==> config.mk <==
export PLATFORM = sky130hd
export DESIGN_NAME = otvt_accum
export DESIGN_NICKNAME = d
export VERILOG_FILES = /design/src/order_table_with_volume_totals_core_assert.svh /design/src/otvt_pkg.sv /design/src/otvt_accum.sv
export SDC_FILE = /design/constraint.sdc
export NUM_CORES = 1
export LEC_CHECK = 0
export ABC_AREA = 0
export BUFFER_PORTS_ARGS = -buffer_cell sky130_fd_sc_hd__buf_2
export CAP_MARGIN = 20
export CORE_AREA = 2 2 127 92
export CTS_BUF_LIST = sky130_fd_sc_hd__clkbuf_4 sky130_fd_sc_hd__clkbuf_8
export CTS_CLUSTER_DIAMETER = 150
export CTS_CLUSTER_SIZE = 40
export DETAILED_ROUTE_END_ITERATION = 8
export DIE_AREA = 0 0 129 94
export PLACE_DENSITY = 0.84
export SYNTH_ARGS = -nofsm -noshare
export SYNTH_HDL_FRONTEND = slang
export SYNTH_SLANG_ARGS = --single-unit
==> constraint.sdc <==
create_clock -name i_clk -period 4.5 [get_ports i_clk]
set_clock_uncertainty 0.2 [all_clocks]
set_input_delay 0.675 -clock i_clk [delete_from_list [all_inputs] [get_ports i_clk]]
set_output_delay 0.675 -clock i_clk [all_outputs]
set_load 0.02 [all_outputs]
==> src/order_table_with_volume_totals_core_assert.svh <==
// Assertion macros for the order table core.
`ifndef ORDER_TABLE_WITH_VOLUME_TOTALS_CORE_ASSERT_SVH
`define ORDER_TABLE_WITH_VOLUME_TOTALS_CORE_ASSERT_SVH

`ifndef SYNTHESIS
`define OTVT_ASSERT_SAME(lbl, ante, cons, msg) \
    lbl: assert property (@(posedge i_clk) disable iff (!i_rst_n) \
        (ante) |-> (cons)) else $error(msg);
`define OTVT_ASSERT_NEXT(lbl, ante, cons, msg) \
    lbl: assert property (@(posedge i_clk) disable iff (!i_rst_n) \
        (ante) |=> (cons)) else $error(msg);
`else
`define OTVT_ASSERT_SAME(lbl, ante, cons, msg)
`define OTVT_ASSERT_NEXT(lbl, ante, cons, msg)
`endif

`endif

==> src/otvt_pkg.sv <==
// Shared types and constants for the order table core.
package otvt_pkg;

    localparam int TABLE_DEPTH = 64;
    localparam int IDX_W       = $clog2(TABLE_DEPTH);
    localparam int CNT_W       = $clog2(TABLE_DEPTH + 1);
    localparam int ID_W        = 32;
    localparam int QTY_W       = 32;
    localparam int TOT_W       = 40;
    localparam int ECNT_W      = 7;
    localparam int IN_DATA_W   = 72;
    localparam int OUT_DATA_W  = 88;

    typedef enum logic [1:0] {
        CMD_ADD    = 2'd0,
        CMD_DELETE = 2'd1,
        CMD_CLEAR  = 2'd2,
        CMD_NONE   = 2'd3
    } t_cmd;

    typedef enum logic [1:0] {
        STS_OK      = 2'd0,
        STS_DUP     = 2'd1,
        STS_MISSING = 2'd2,
        STS_FULL    = 2'd3
    } t_status;

    typedef enum logic [1:0] {
        S_IDLE,
        S_SCAN,
        S_FINISH,
        S_DONE
    } t_state;

    typedef struct packed {
        logic              closed;
        logic [QTY_W-1:0]  qty;
        logic [ID_W-1:0]   id;
    } t_entry;

    typedef struct packed {
        logic              clr;
        logic              add;
        logic              closed;
        logic [QTY_W-1:0]  qty;
    } t_acc_ctl;

endpackage

==> src/otvt_accum.sv <==
// Saturating accumulators for the total and outstanding volumes.
module otvt_accum (
    input  logic                        i_clk,
    input  otvt_pkg::t_acc_ctl          i_ctl,
    output logic [otvt_pkg::TOT_W-1:0]  o_total,
    output logic [otvt_pkg::TOT_W-1:0]  o_outstanding
);

    logic [otvt_pkg::TOT_W-1:0] r_total;
    logic [otvt_pkg::TOT_W-1:0] r_outst;
    logic [otvt_pkg::TOT_W-1:0] n_total;
    logic [otvt_pkg::TOT_W-1:0] n_outst;
    logic [otvt_pkg::TOT_W:0]   sum_total;
    logic [otvt_pkg::TOT_W:0]   sum_outst;

    always_comb begin
        sum_total = {1'b0, r_total} + (otvt_pkg::TOT_W + 1)'(i_ctl.qty);
        sum_outst = {1'b0, r_outst} + (otvt_pkg::TOT_W + 1)'(i_ctl.qty);
        n_total   = r_total;
        n_outst   = r_outst;
        if (i_ctl.clr) begin
            n_total = '0;
            n_outst = '0;
        end else if (i_ctl.add) begin
            n_total = sum_total[otvt_pkg::TOT_W] ? '1 : sum_total[otvt_pkg::TOT_W-1:0];
            if (!i_ctl.closed) begin
                n_outst = sum_outst[otvt_pkg::TOT_W] ? '1 : sum_outst[otvt_pkg::TOT_W-1:0];
            end
        end
    end

    always_ff @(posedge i_clk) begin
        r_total <= n_total;
        r_outst <= n_outst;
    end

    assign o_total       = r_total;
    assign o_outstanding = r_outst;

endmodule

==> impl_metrics.ini <==
[finish]
final_common_cell = buf_2
diodes = 0
area_growth_pct = 13.8
drive_gt1_frac = 0.186
final_cell_mix = buf_2 (115), a21oi_1 (89), dfxtp_1 (80)
fin_area_um2 = 7080
fill_cells = 953
post-route-util = 0.652
final_nets = 968
final-instance-count-excl-fill = 1023

[hold_path]
hold_path_end = o_total[39]
min_path_cells = 2
hold_class = flop to flop
min_from = o_total[39]

[sta]
rsz0062_at_grt = no
holdWs_ps = 298
max_freq_mhz = 276
setup_viol = 0
period_needed_ps = 3620
drv_slew = 0
slew-limit-headroom = 0.443
layout_setup_ws_ps = 878
worst_pin_slew_ps = 832
hold_viol = 0
finalSetupTns_ps = 0
min_period_over_period = 0.805

[synth]
synth_top_area_frac = 0.257
synth_edf_count = 0
async_reset_ff_frac = 0
postSynthCellCount = 773
ys_types = 64
yosysSeqAreaShare = 0.257
ys.flop_type = dfxtp_1
synth_seq_cells = 80
yosys.area.top_type = dfxtp_1
yosysWarnings = 0
synth.area.top_cells = dfxtp_1 (26%), ha_1 (13%), a21oi_1 (7.2%)
syn_area_per_cell_um2 = 8.05
synth_nets = 875
synthesis.area_um2 = 6220

[worst_setup_path]
rrSetupSlack_ps = 970
crit_arrival_ps = 3690
r2r_cells = 10
r2r_end = o_outstanding[37]
worstSetupPathType = primary input to flop
required_ps = 4570
start_kind = primary input
crit_path_end_kind = flop
reg2reg_from = o_outstanding[10]
cp_max_fo = 7

[global_routing]
grt_pass1_wl_mm = 28.0
grt_use_total = 0.288
antenna_found_initial = 0
grt_start_max_net_pins = 65
grt.overflow.total = 0
grt_pass1_vias = 5614

[power_and_ir_drop]
clkPwrFrac = 0.241
p_int_mw = 1.42
power.net_switching_uw = 887
seqPwrFrac = 0.358
p_per_area_nw_per_um2 = 326
p_leak_nw = 3.34
swShare = 0.385
combPwrFrac = 0.402
peakVddDrop_uv = 171
fin_total_pwr_mw = 2.31

[flow_run]
maxCapViolCount = 0

[clock_network]
insertion_delay_ps = 370
postCtsSetupBuffers = 0
clock_sinks = 80
cts_root_buf = clkbuf_8
cts_tree = yes
numCtsBuffers = 9
post_cts_resize_count = 0
htree_levels = 3
clkTransAtPathRegs_ps = 80
clock_path_buffers = 2
hold_buffers = 0

[place]
dp_slack_ps = 555
io_buffers = 115
placed_area_um2 = 6870
dp.cells = 1007
hpwl_mm = 13.2
gp_congestion = 0.927

[run_status]
status = completed

[floorplanning]
core_um2 = 10900
dieHeight_um = 94
row_count = 32
pin_count = 116
die_area_um2 = 12100
fp.dieW_um = 129
initial_core_util = 0.573

[route]
drt_iter0_markers = 484
dr.pass1.iters = 5
dr_total_vias = 6359
postRouteAntennaNets = 0
vias_per_cell = 6.22
wl_per_cell_um = 17.0
drc = 0
finalWirelength_mm = 17.4
[sequential cells by signal, summed over array words and instances, names as in the netlist]
| signal | flops |
|---|---|
| o_total | 40 |
| o_outstanding | 40 |
[worst max path at each step]
| stage | startpoint | endpoint | slack, ps | cells past startpoint |
|---|---|---|---|---|
| 2_1_floorplan | i_ctl[0] | o_outstanding[33] | 880 | 12 |
| 3_3_place_gp | i_ctl[5] | o_total[37] | 620 | 11 |
| 3_5_place_dp | i_ctl[0] | o_outstanding[26] | 550 | 14 |
| 4_1_cts | i_ctl[0] | o_outstanding[26] | 930 | 14 |
| 5_1_grt | i_ctl[0] | o_outstanding[26] | 650 | 14 |
| 6_report | i_ctl[10] | o_outstanding[37] | 880 | 11 |
[logic make-up (layout without fill, tap and decap cells)]
kind of cell,after synthesis,count (layout),share of synthesized area
AOI/OAI and AO/OA,305,305,0.332
and+or+nand+nor,202,202,0.151
DFF,80,80,0.257
adders and majority gates,66,66,0.135
buffers and inverters,61,158,0.0412
xor gates and xnor gates,58,58,0.0817
muxes,1,1,0.00161
[power groups by stage]
stage / clock [mW] / sequential (mW) / combinational (mW)
detailed placement: 0 / 0.839 / 0.904
global route: 0.586 / 0.831 / 1.02
floorplan: 0 / 0.896 / 0.620
CTS: 0.564 / 0.823 / 0.910
global placement: 0 / 0.839 / 0.889
finish: 0.555 / 0.825 / 0.926
[routing by layer]
metal / share of wire / vias to the layer above / routed length, um / global-route usage
li1: - / 3073 / - / -
met2: 0.41 / 292 / 7170 / 0.419
met4: 0.018 / 0 / 314 / 0.0824
met3: 0.080 / 32 / 1390 / 0.0609
met5: 0 / - / 0 / 0
met1: 0.49 / 2962 / 8470 / 0.425
[worst max-delay path, stage by stage]
cell,delay [ps]
buf_2,120
ha_1,430
nand3_1,150
o221ai_2,310
a2111o_1,240
a311oi_2,170
o31ai_2,530
a31oi_4,200
o21ai_1,460
a31oi_1,150
a311oi_1,260
[area by class of cell]
type | instances | area [um^2] | area share
multi-input cells | 632 | 4370 | 0.617
well taps | 153 | 191 | 0.0270
repair buffers | 124 | 651 | 0.0919
clock buffers | 12 | 153 | 0.0216
inverters | 19 | 71.3 | 0.0101
flip-flops and latches | 80 | 1600 | 0.226
clock inverters | 3 | 42.5 | 0.00601
[synthesized netlist by cell type (10+ instances only)]
cell,n
buf_2,10
ha_1,64
and3_1,17
a21o_1,37
xnor2_1,34
a31oi_1,14
a211oi_1,17
xor2_1,24
nor2_1,70
nand3_1,20
inv_1,19
dfxtp_1,80
a311oi_1,21
o21ai_0,56
clkbuf_1,30
a21oi_1,89
nand2_1,52
(Power assumes the default switching activity.)
