## src/order_table_with_volume_totals_core_assert.svh

```systemverilog
// Assertion macros for the order table core.
`ifndef ORDER_TABLE_WITH_VOLUME_TOTALS_CORE_ASSERT_SVH
`define ORDER_TABLE_WITH_VOLUME_TOTALS_CORE_ASSERT_SVH

`ifndef SYNTHESIS
`define OTVT_ASSERT_SAME(lbl, ante, cons, msg) \
    lbl: assert property (@(posedge i_clk) disable iff (!i_rst_n) \
        (ante) |-> (cons)) else $error(msg);
`define OTVT_ASSERT_NEXT(lbl, ante, cons, msg) \
    lbl: assert property (@(posedge i_clk) disable iff (!i_rst_n) \
        (ante) |=> (cons)) else $error(msg);
`else
`define OTVT_ASSERT_SAME(lbl, ante, cons, msg)
`define OTVT_ASSERT_NEXT(lbl, ante, cons, msg)
`endif

`endif

```

## src/otvt_pkg.sv

```systemverilog
// Shared types and constants for the order table core.
package otvt_pkg;

    localparam int TABLE_DEPTH = 64;
    localparam int IDX_W       = $clog2(TABLE_DEPTH);
    localparam int CNT_W       = $clog2(TABLE_DEPTH + 1);
    localparam int ID_W        = 32;
    localparam int QTY_W       = 32;
    localparam int TOT_W       = 40;
    localparam int ECNT_W      = 7;
    localparam int IN_DATA_W   = 72;
    localparam int OUT_DATA_W  = 88;

    typedef enum logic [1:0] {
        CMD_ADD    = 2'd0,
        CMD_DELETE = 2'd1,
        CMD_CLEAR  = 2'd2,
        CMD_NONE   = 2'd3
    } t_cmd;

    typedef enum logic [1:0] {
        STS_OK      = 2'd0,
        STS_DUP     = 2'd1,
        STS_MISSING = 2'd2,
        STS_FULL    = 2'd3
    } t_status;

    typedef enum logic [1:0] {
        S_IDLE,
        S_SCAN,
        S_FINISH,
        S_DONE
    } t_state;

    typedef struct packed {
        logic              closed;
        logic [QTY_W-1:0]  qty;
        logic [ID_W-1:0]   id;
    } t_entry;

    typedef struct packed {
        logic              clr;
        logic              add;
        logic              closed;
        logic [QTY_W-1:0]  qty;
    } t_acc_ctl;

endpackage

```

## src/otvt_table_mem.sv

```systemverilog
// Order table storage: one write port, one registered read port.
module otvt_table_mem (
    input  logic                        i_clk,
    input  logic                        i_we,
    input  logic [otvt_pkg::IDX_W-1:0]  i_waddr,
    input  otvt_pkg::t_entry            i_wdata,
    input  logic [otvt_pkg::IDX_W-1:0]  i_raddr,
    output otvt_pkg::t_entry            o_rdata
);

    otvt_pkg::t_entry r_mem [otvt_pkg::TABLE_DEPTH];
    otvt_pkg::t_entry r_rdata;

    always_ff @(posedge i_clk) begin
        if (i_we) begin
            r_mem[i_waddr] <= i_wdata;
        end
        r_rdata <= r_mem[i_raddr];
    end

    assign o_rdata = r_rdata;

endmodule

```

## src/otvt_seq.sv

```systemverilog
// Command sequencer: scans the table one entry a cycle and updates it.
module otvt_seq (
    input  logic                        i_clk,
    input  logic                        i_rst_n,
    input  logic                        i_valid,
    input  otvt_pkg::t_cmd              i_cmd,
    input  otvt_pkg::t_entry            i_item,
    input  logic                        i_out_free,
    output logic                        o_ready,
    output logic                        o_done,
    output otvt_pkg::t_status           o_status,
    output logic [otvt_pkg::CNT_W-1:0]  o_count,
    output otvt_pkg::t_acc_ctl          o_acc
);

    otvt_pkg::t_state                r_state;
    otvt_pkg::t_state                n_state;
    otvt_pkg::t_cmd                  r_cmd;
    otvt_pkg::t_cmd                  n_cmd;
    otvt_pkg::t_entry                r_item;
    otvt_pkg::t_entry                n_item;
    otvt_pkg::t_status               r_status;
    otvt_pkg::t_status               n_status;
    logic [otvt_pkg::CNT_W-1:0]      r_count;
    logic [otvt_pkg::CNT_W-1:0]      n_count;
    logic [otvt_pkg::CNT_W-1:0]      r_ridx;
    logic [otvt_pkg::CNT_W-1:0]      n_ridx;
    logic [otvt_pkg::IDX_W-1:0]      r_pidx;
    logic [otvt_pkg::IDX_W-1:0]      n_pidx;
    logic                            r_pv;
    logic                            n_pv;
    logic                            r_found;
    logic                            n_found;

    logic                            accept;
    logic                            more;
    logic                            hit;
    logic                            mem_we;
    logic [otvt_pkg::IDX_W-1:0]      mem_waddr;
    otvt_pkg::t_entry                mem_wdata;
    otvt_pkg::t_entry                mem_rdata;

    otvt_table_mem u_mem (
        .i_clk   (i_clk),
        .i_we    (mem_we),
        .i_waddr (mem_waddr),
        .i_wdata (mem_wdata),
        .i_raddr (r_ridx[otvt_pkg::IDX_W-1:0]),
        .o_rdata (mem_rdata)
    );

    assign accept = (r_state == otvt_pkg::S_IDLE) && i_valid;
    assign more   = r_ridx < r_count;
    assign hit    = ((r_cmd == otvt_pkg::CMD_ADD) || (r_cmd == otvt_pkg::CMD_DELETE))
                    && (mem_rdata.id == r_item.id);

    always_comb begin
        n_state = r_state;
        case (r_state)
            otvt_pkg::S_IDLE: begin
                if (i_valid) begin
                    n_state = otvt_pkg::S_SCAN;
                end
            end
            otvt_pkg::S_SCAN: begin
                if (!more && !r_pv) begin
                    n_state = otvt_pkg::S_FINISH;
                end
            end
            otvt_pkg::S_FINISH: begin
                n_state = otvt_pkg::S_DONE;
            end
            otvt_pkg::S_DONE: begin
                if (i_out_free) begin
                    n_state = otvt_pkg::S_IDLE;
                end
            end
            default: begin
                n_state = otvt_pkg::S_IDLE;
            end
        endcase
    end

    always_comb begin
        n_cmd     = r_cmd;
        n_item    = r_item;
        n_status  = r_status;
        n_count   = r_count;
        n_ridx    = r_ridx;
        n_pidx    = r_pidx;
        n_pv      = 1'b0;
        n_found   = r_found;
        mem_we    = 1'b0;
        mem_waddr = r_pidx - otvt_pkg::IDX_W'(1);
        mem_wdata = mem_rdata;
        o_acc     = '{clr: 1'b0, add: 1'b0, closed: mem_rdata.closed, qty: mem_rdata.qty};
        o_done    = 1'b0;
        case (r_state)
            otvt_pkg::S_IDLE: begin
                if (accept) begin
                    n_cmd     = i_cmd;
                    n_item    = i_item;
                    n_ridx    = '0;
                    n_found   = 1'b0;
                    n_status  = otvt_pkg::STS_OK;
                    o_acc.clr = 1'b1;
                    if (i_cmd == otvt_pkg::CMD_CLEAR) begin
                        n_count = '0;
                    end
                end
            end
            otvt_pkg::S_SCAN: begin
                if (more) begin
                    n_ridx = r_ridx + otvt_pkg::CNT_W'(1);
                    n_pidx = r_ridx[otvt_pkg::IDX_W-1:0];
                    n_pv   = 1'b1;
                end
                if (r_pv) begin
                    n_found   = r_found || hit;
                    o_acc.add = !(hit && (r_cmd == otvt_pkg::CMD_DELETE));
                    mem_we    = (r_cmd == otvt_pkg::CMD_DELETE) && r_found;
                end
            end
            otvt_pkg::S_FINISH: begin
                case (r_cmd)
                    otvt_pkg::CMD_ADD: begin
                        if (r_found) begin
                            n_status = otvt_pkg::STS_DUP;
                        end else if (r_count >= otvt_pkg::CNT_W'(otvt_pkg::TABLE_DEPTH)) begin
                            n_status = otvt_pkg::STS_FULL;
                        end else begin
                            mem_we       = 1'b1;
                            mem_waddr    = r_count[otvt_pkg::IDX_W-1:0];
                            mem_wdata    = r_item;
                            o_acc.add    = 1'b1;
                            o_acc.closed = r_item.closed;
                            o_acc.qty    = r_item.qty;
                            n_count      = r_count + otvt_pkg::CNT_W'(1);
                        end
                    end
                    otvt_pkg::CMD_DELETE: begin
                        if (r_found) begin
                            n_count = r_count - otvt_pkg::CNT_W'(1);
                        end else begin
                            n_status = otvt_pkg::STS_MISSING;
                        end
                    end
                    default: begin
                        n_status = otvt_pkg::STS_OK;
                    end
                endcase
            end
            otvt_pkg::S_DONE: begin
                o_done = i_out_free;
            end
            default: begin
                o_done = 1'b0;
            end
        endcase
    end

    always_ff @(posedge i_clk) begin
        if (!i_rst_n) begin
            r_state <= otvt_pkg::S_IDLE;
            r_count <= '0;
            r_pv    <= 1'b0;
        end else begin
            r_state <= n_state;
            r_count <= n_count;
            r_pv    <= n_pv;
        end
    end

    always_ff @(posedge i_clk) begin
        r_cmd    <= n_cmd;
        r_item   <= n_item;
        r_status <= n_status;
        r_ridx   <= n_ridx;
        r_pidx   <= n_pidx;
        r_found  <= n_found;
    end

    assign o_ready  = (r_state == otvt_pkg::S_IDLE);
    assign o_status = r_status;
    assign o_count  = r_count;

endmodule

```

## config.mk

```make
export PLATFORM = sky130hd
export DESIGN_NAME = otvt_seq
export DESIGN_NICKNAME = d
export VERILOG_FILES = /design/src/order_table_with_volume_totals_core_assert.svh /design/src/otvt_pkg.sv /design/src/otvt_table_mem.sv /design/src/otvt_seq.sv
export SDC_FILE = /design/constraint.sdc
export NUM_CORES = 2
export LEC_CHECK = 0
export BUFFER_PORTS_ARGS = -buffer_cell sky130_fd_sc_hd__buf_2
export CORE_ASPECT_RATIO = 0.5
export CORE_MARGIN = 3
export CORE_UTILIZATION = 30
export CTS_BUF_LIST = sky130_fd_sc_hd__clkbuf_16
export DETAILED_ROUTE_END_ITERATION = 12
export GPL_ROUTABILITY_DRIVEN = 1
export GPL_TIMING_DRIVEN = 0
export SETUP_SLACK_MARGIN = 0.4
export SKIP_CTS_REPAIR_TIMING = 1
export SYNTH_ARGS = -nofsm -noshare
export SYNTH_HDL_FRONTEND = slang
export SYNTH_MEMORY_MAX_BITS = 65536
export SYNTH_SLANG_ARGS = --single-unit
```

## constraint.sdc

```tcl
create_clock -name i_clk -period 10.22 [get_ports i_clk]
set_input_delay 1.022 -clock i_clk [delete_from_list [all_inputs] [get_ports i_clk]]
set_output_delay 1.022 -clock i_clk [all_outputs]
set_load 0.02 [all_outputs]
```

==> flow_summary.yaml <==
pwr:
  p_leak_nw: 60.00
  combPwrFrac: 0.329
  power_frac_clock: 0.264
  p_int_mw: 37.27
  powerDensity_nw_per_um2: 289.7
  finalPower_mw: 56.09
  peakVddDrop_uv: 209.4
  power.net_switching_mw: 18.82
  p_sw_frac: 0.3356
  power_frac_seq: 0.406
global_routing:
  antenna_found_initial: 31
  grt_max_degree: 53
  met2_usage: 0.2653
  grtUsageMet3: 0.03921
  top_usage_layer: "met2"
  grt_pass1_wl_um: 662100
  track_usage: 0.1690
  grt_pass1_vias: 80575
  gr-total-overflow: 0
  met1_usage: 0.2273
synthesis:
  ys_seq_area_frac: 0.7834
  synthArstFlopShare: 0
  netlist_area_um2: 164600
  yosys.cell_types.count: 57
  synth-edff-count: 4243
  syn_nets: 7249
  syn_avg_cell_area_um2: 22.98
  yosysWarnings: 0
  syn_inst: 7160
  ys_seq_elements: 4318
  synth_flop_cell: "edfxtp_1"
floorplan:
  fp-row-count: 191
  design.core.area_um2: 543900
  ios: 117
  dieArea_um2: 558000
  die_x_um: 1053
  die_h_um: 529.7
  start_util: 0.3026
worst_setup_path:
  cp_common_cell: "clkbuf_1"
  critPathCaptureType: "output pin"
  r2r_cells: 10
  start_kind: "register"
  critPathSlowestCell: "clkbuf_1"
  cp_max_fo: 33
  path_buf_inv: 7
  cp.arrival_ps: 6540
  worstSetupPathType: "reg -> out"
  crit_start: "r_cmd[1]"
  crit_family: "buffers and inverters"
  cp.depth: 11
  r2r-start: "r_cmd[1]"
  rrSetupSlack_ps: 4520
  r2r-end: "u_mem.r_mem[55][20]"
  path_cells: "nand2b_1 -> or4_1 -> clkbuf_1 -> clkbuf_1 -> clkbuf_1 -> clkbuf_1 -> nand2_1 -> nand2_2 -> buf_12 -> buf_4 -> buf_2"
  cp_slowest_stage_delay_ps: 990
  cp.required_ps: 9200
  cp-endpoint: "o_acc[28]"
clocking:
  clkTransAtPathRegs_ps: 60
  root_buffer: "clkbuf_16"
  cts_max_path_buffers: 4
  cts_buffers: 424
  cts_sinks: 4318
  insertion_delay_ps: 990
  cts_tree: "done"
  h-tree-depth: 5
run_status:
  failed_checks: "capacitance limit, slew limit"
  status: "finished, violations left"
placed_design:
  hpwl_um: 333700
  finalWeightedCongestion: 0.8113
  io_buffers: 116
  pre_cts_slack_ps: 3583
timing:
  timing.final.ws_setup_ps: 2658
  layout_worst_path_cycle_share: 0.7399
  worstMarginPinSlew_ps: 1568
  drv_slew: 34
  layout_min_cycle_time_ps: 7562
  relSlewSlack: -0.05327
  hold_slack_ps: 228.2
  tns_ps: 0
  skew_ps: 57.78
  hold_violations: 0
  setup_violations: 0
  rsz0062_at_grt: "false"
  timing.fmax_ghz: 0.1322
route:
  via_count: 82433
  drt_wl_total_um: 486200
  post-route-drc-count: 0
  drt_iter0_markers: 11881
  routedWlPerCell_um: 31.22
  ant_nets: 0
  via_per_inst: 5.293
  drtPass1Iterations: 8
cells_and_area:
  area_growth_pct: 17.64
  nNetsFinal: 8069
  drive_gt1_frac: 0.2953
hold_path:
  hold_class: "in -> reg"
flow_run:
  cap_violations: 4
[flip-flops by register name, summed over array words and instances (netlist names)]
register,count
r_item,65
r_state,2
r_found,1
r_ridx,7
r_pv,1
o_count,7
o_status,2
r_cmd,2
r_pidx,6
u_mem.r_mem,4160
u_mem.o_rdata,65
[area by class of cell]
cell class / count / area, um2
diodes: 10 / 25.02
well taps: 7237 / 9055
repair buffers: 394 / 6157
inverters: 18 / 67.56
multi-input cells: 2415 / 34190
plain buffers: 409 / 2156
fillers: 49467 / 350300
flip-flops and latches: 4318 / 128900
clock buffers: 434 / 10860
clock inverters: 339 / 2176
[cell usage after synthesis, drive strengths merged (8+ instances only)]
cell type  instances  area [um2]
edfxtp          4243      127400
mux4            1103       24840
nand2            324        1216
buf              232        1473
mux2i            209        2092
clkbuf           177       664.4
nor2             130       488.0
dfxtp             75        1501
a21oi             72       360.4
nor3              58       290.3
o22ai             44       275.3
mux2              38       427.9
a211oi            37       282.8
a221o             37       370.4
a22oi             36       270.3
o21ai             36       180.2
a2111oi           35       306.5
o221ai            35       306.5
xnor2             22       192.7
xor2              21       183.9
nand3             20       100.1
a221oi            19       166.4
o21a              18       135.1
ha                17       212.7
inv               17       63.81
nand2b            10       62.56
a31oi              9       56.30
and2               9       56.30
o22a               9       78.83
a21o               8       60.06
[placed cells by master (no fill, tap or decap), drive strengths merged, types with 4 or more instances in the layout]
master | netlist | layout
a2111oi | 35 | 35
a211oi | 37 | 37
a21o | 8 | 8
a21oi | 72 | 72
a221o | 37 | 37
a221oi | 19 | 19
a22oi | 36 | 36
a31oi | 9 | 9
and2 | 9 | 9
and3 | 4 | 4
buf | 232 | 625
bufinv | 0 | 24
clkbuf | 177 | 611
clkinv | 1 | 191
clkinvlp | 0 | 8
dfxtp | 75 | 75
diode | 0 | 10
edfxtp | 4243 | 4243
ha | 17 | 17
inv | 17 | 134
mux2 | 38 | 38
mux2i | 209 | 209
mux4 | 1103 | 1103
nand2 | 324 | 324
nand2b | 10 | 10
nand3 | 20 | 20
nand4 | 6 | 6
nor2 | 130 | 130
nor2b | 7 | 7
nor3 | 58 | 58
nor4 | 7 | 7
o211ai | 7 | 7
o21a | 18 | 18
o21ai | 36 | 36
o221ai | 35 | 35
o22a | 9 | 9
o22ai | 44 | 44
xnor2 | 22 | 22
xor2 | 21 | 21
[power groups by stage]
stage	combinational, mW	clock [mW]	sequential (mW)
detailed placement	18.4	0	23.2
finish	18.5	14.8	22.8
CTS	18.4	15.0	22.8
global route	19.3	15.7	22.8
floorplan	10.2	0	23.2
global placement	17.1	0	23.6
[metrics by stage]
stage	cells	util	area (um2)
after floorplan	7160	-	164600
after CTS	15562	0.3558	193500
after global placement	14513	0.3203	174200
after global routing	15566	0.3559	193600
final	15574	0.3559	193600
after detailed placement	14789	0.3319	180500
[worst min-delay path by stage]
stage | from | endpoint | slack, ps | cells after the start
after CTS | i_item[45] | r_item[45] | 150 | 1
after detailed placement | o_count[6] | o_count[6] | 550 | 2
after floorplan | r_ridx[3] | r_pidx[3] | 450 | 0
after global placement | o_count[6] | o_count[6] | 530 | 2
after global routing | i_item[45] | r_item[45] | 190 | 1
final | i_item[53] | r_item[53] | 230 | 1
[routing by layer]
layer	share of wire	wire length (um)
met5	0.00013	65
met4	0.047	23080
met3	0.10	49860
met2	0.46	223700
met1	0.39	189400
[cells by family after synthesis]
kind of cell,count (synthesis),synth area share
flip-flops,4318,0.7834
multiplexers,1350,0.1663
AND/OR/NAND/NOR,586,0.01484
buffers and inverters,427,0.01340
AO/OA/AOI/OAI,418,0.01844
XOR/XNOR,43,0.002289
adder cells (fa/ha/maj),18,0.001414
(Power assumes the default switching activity.)
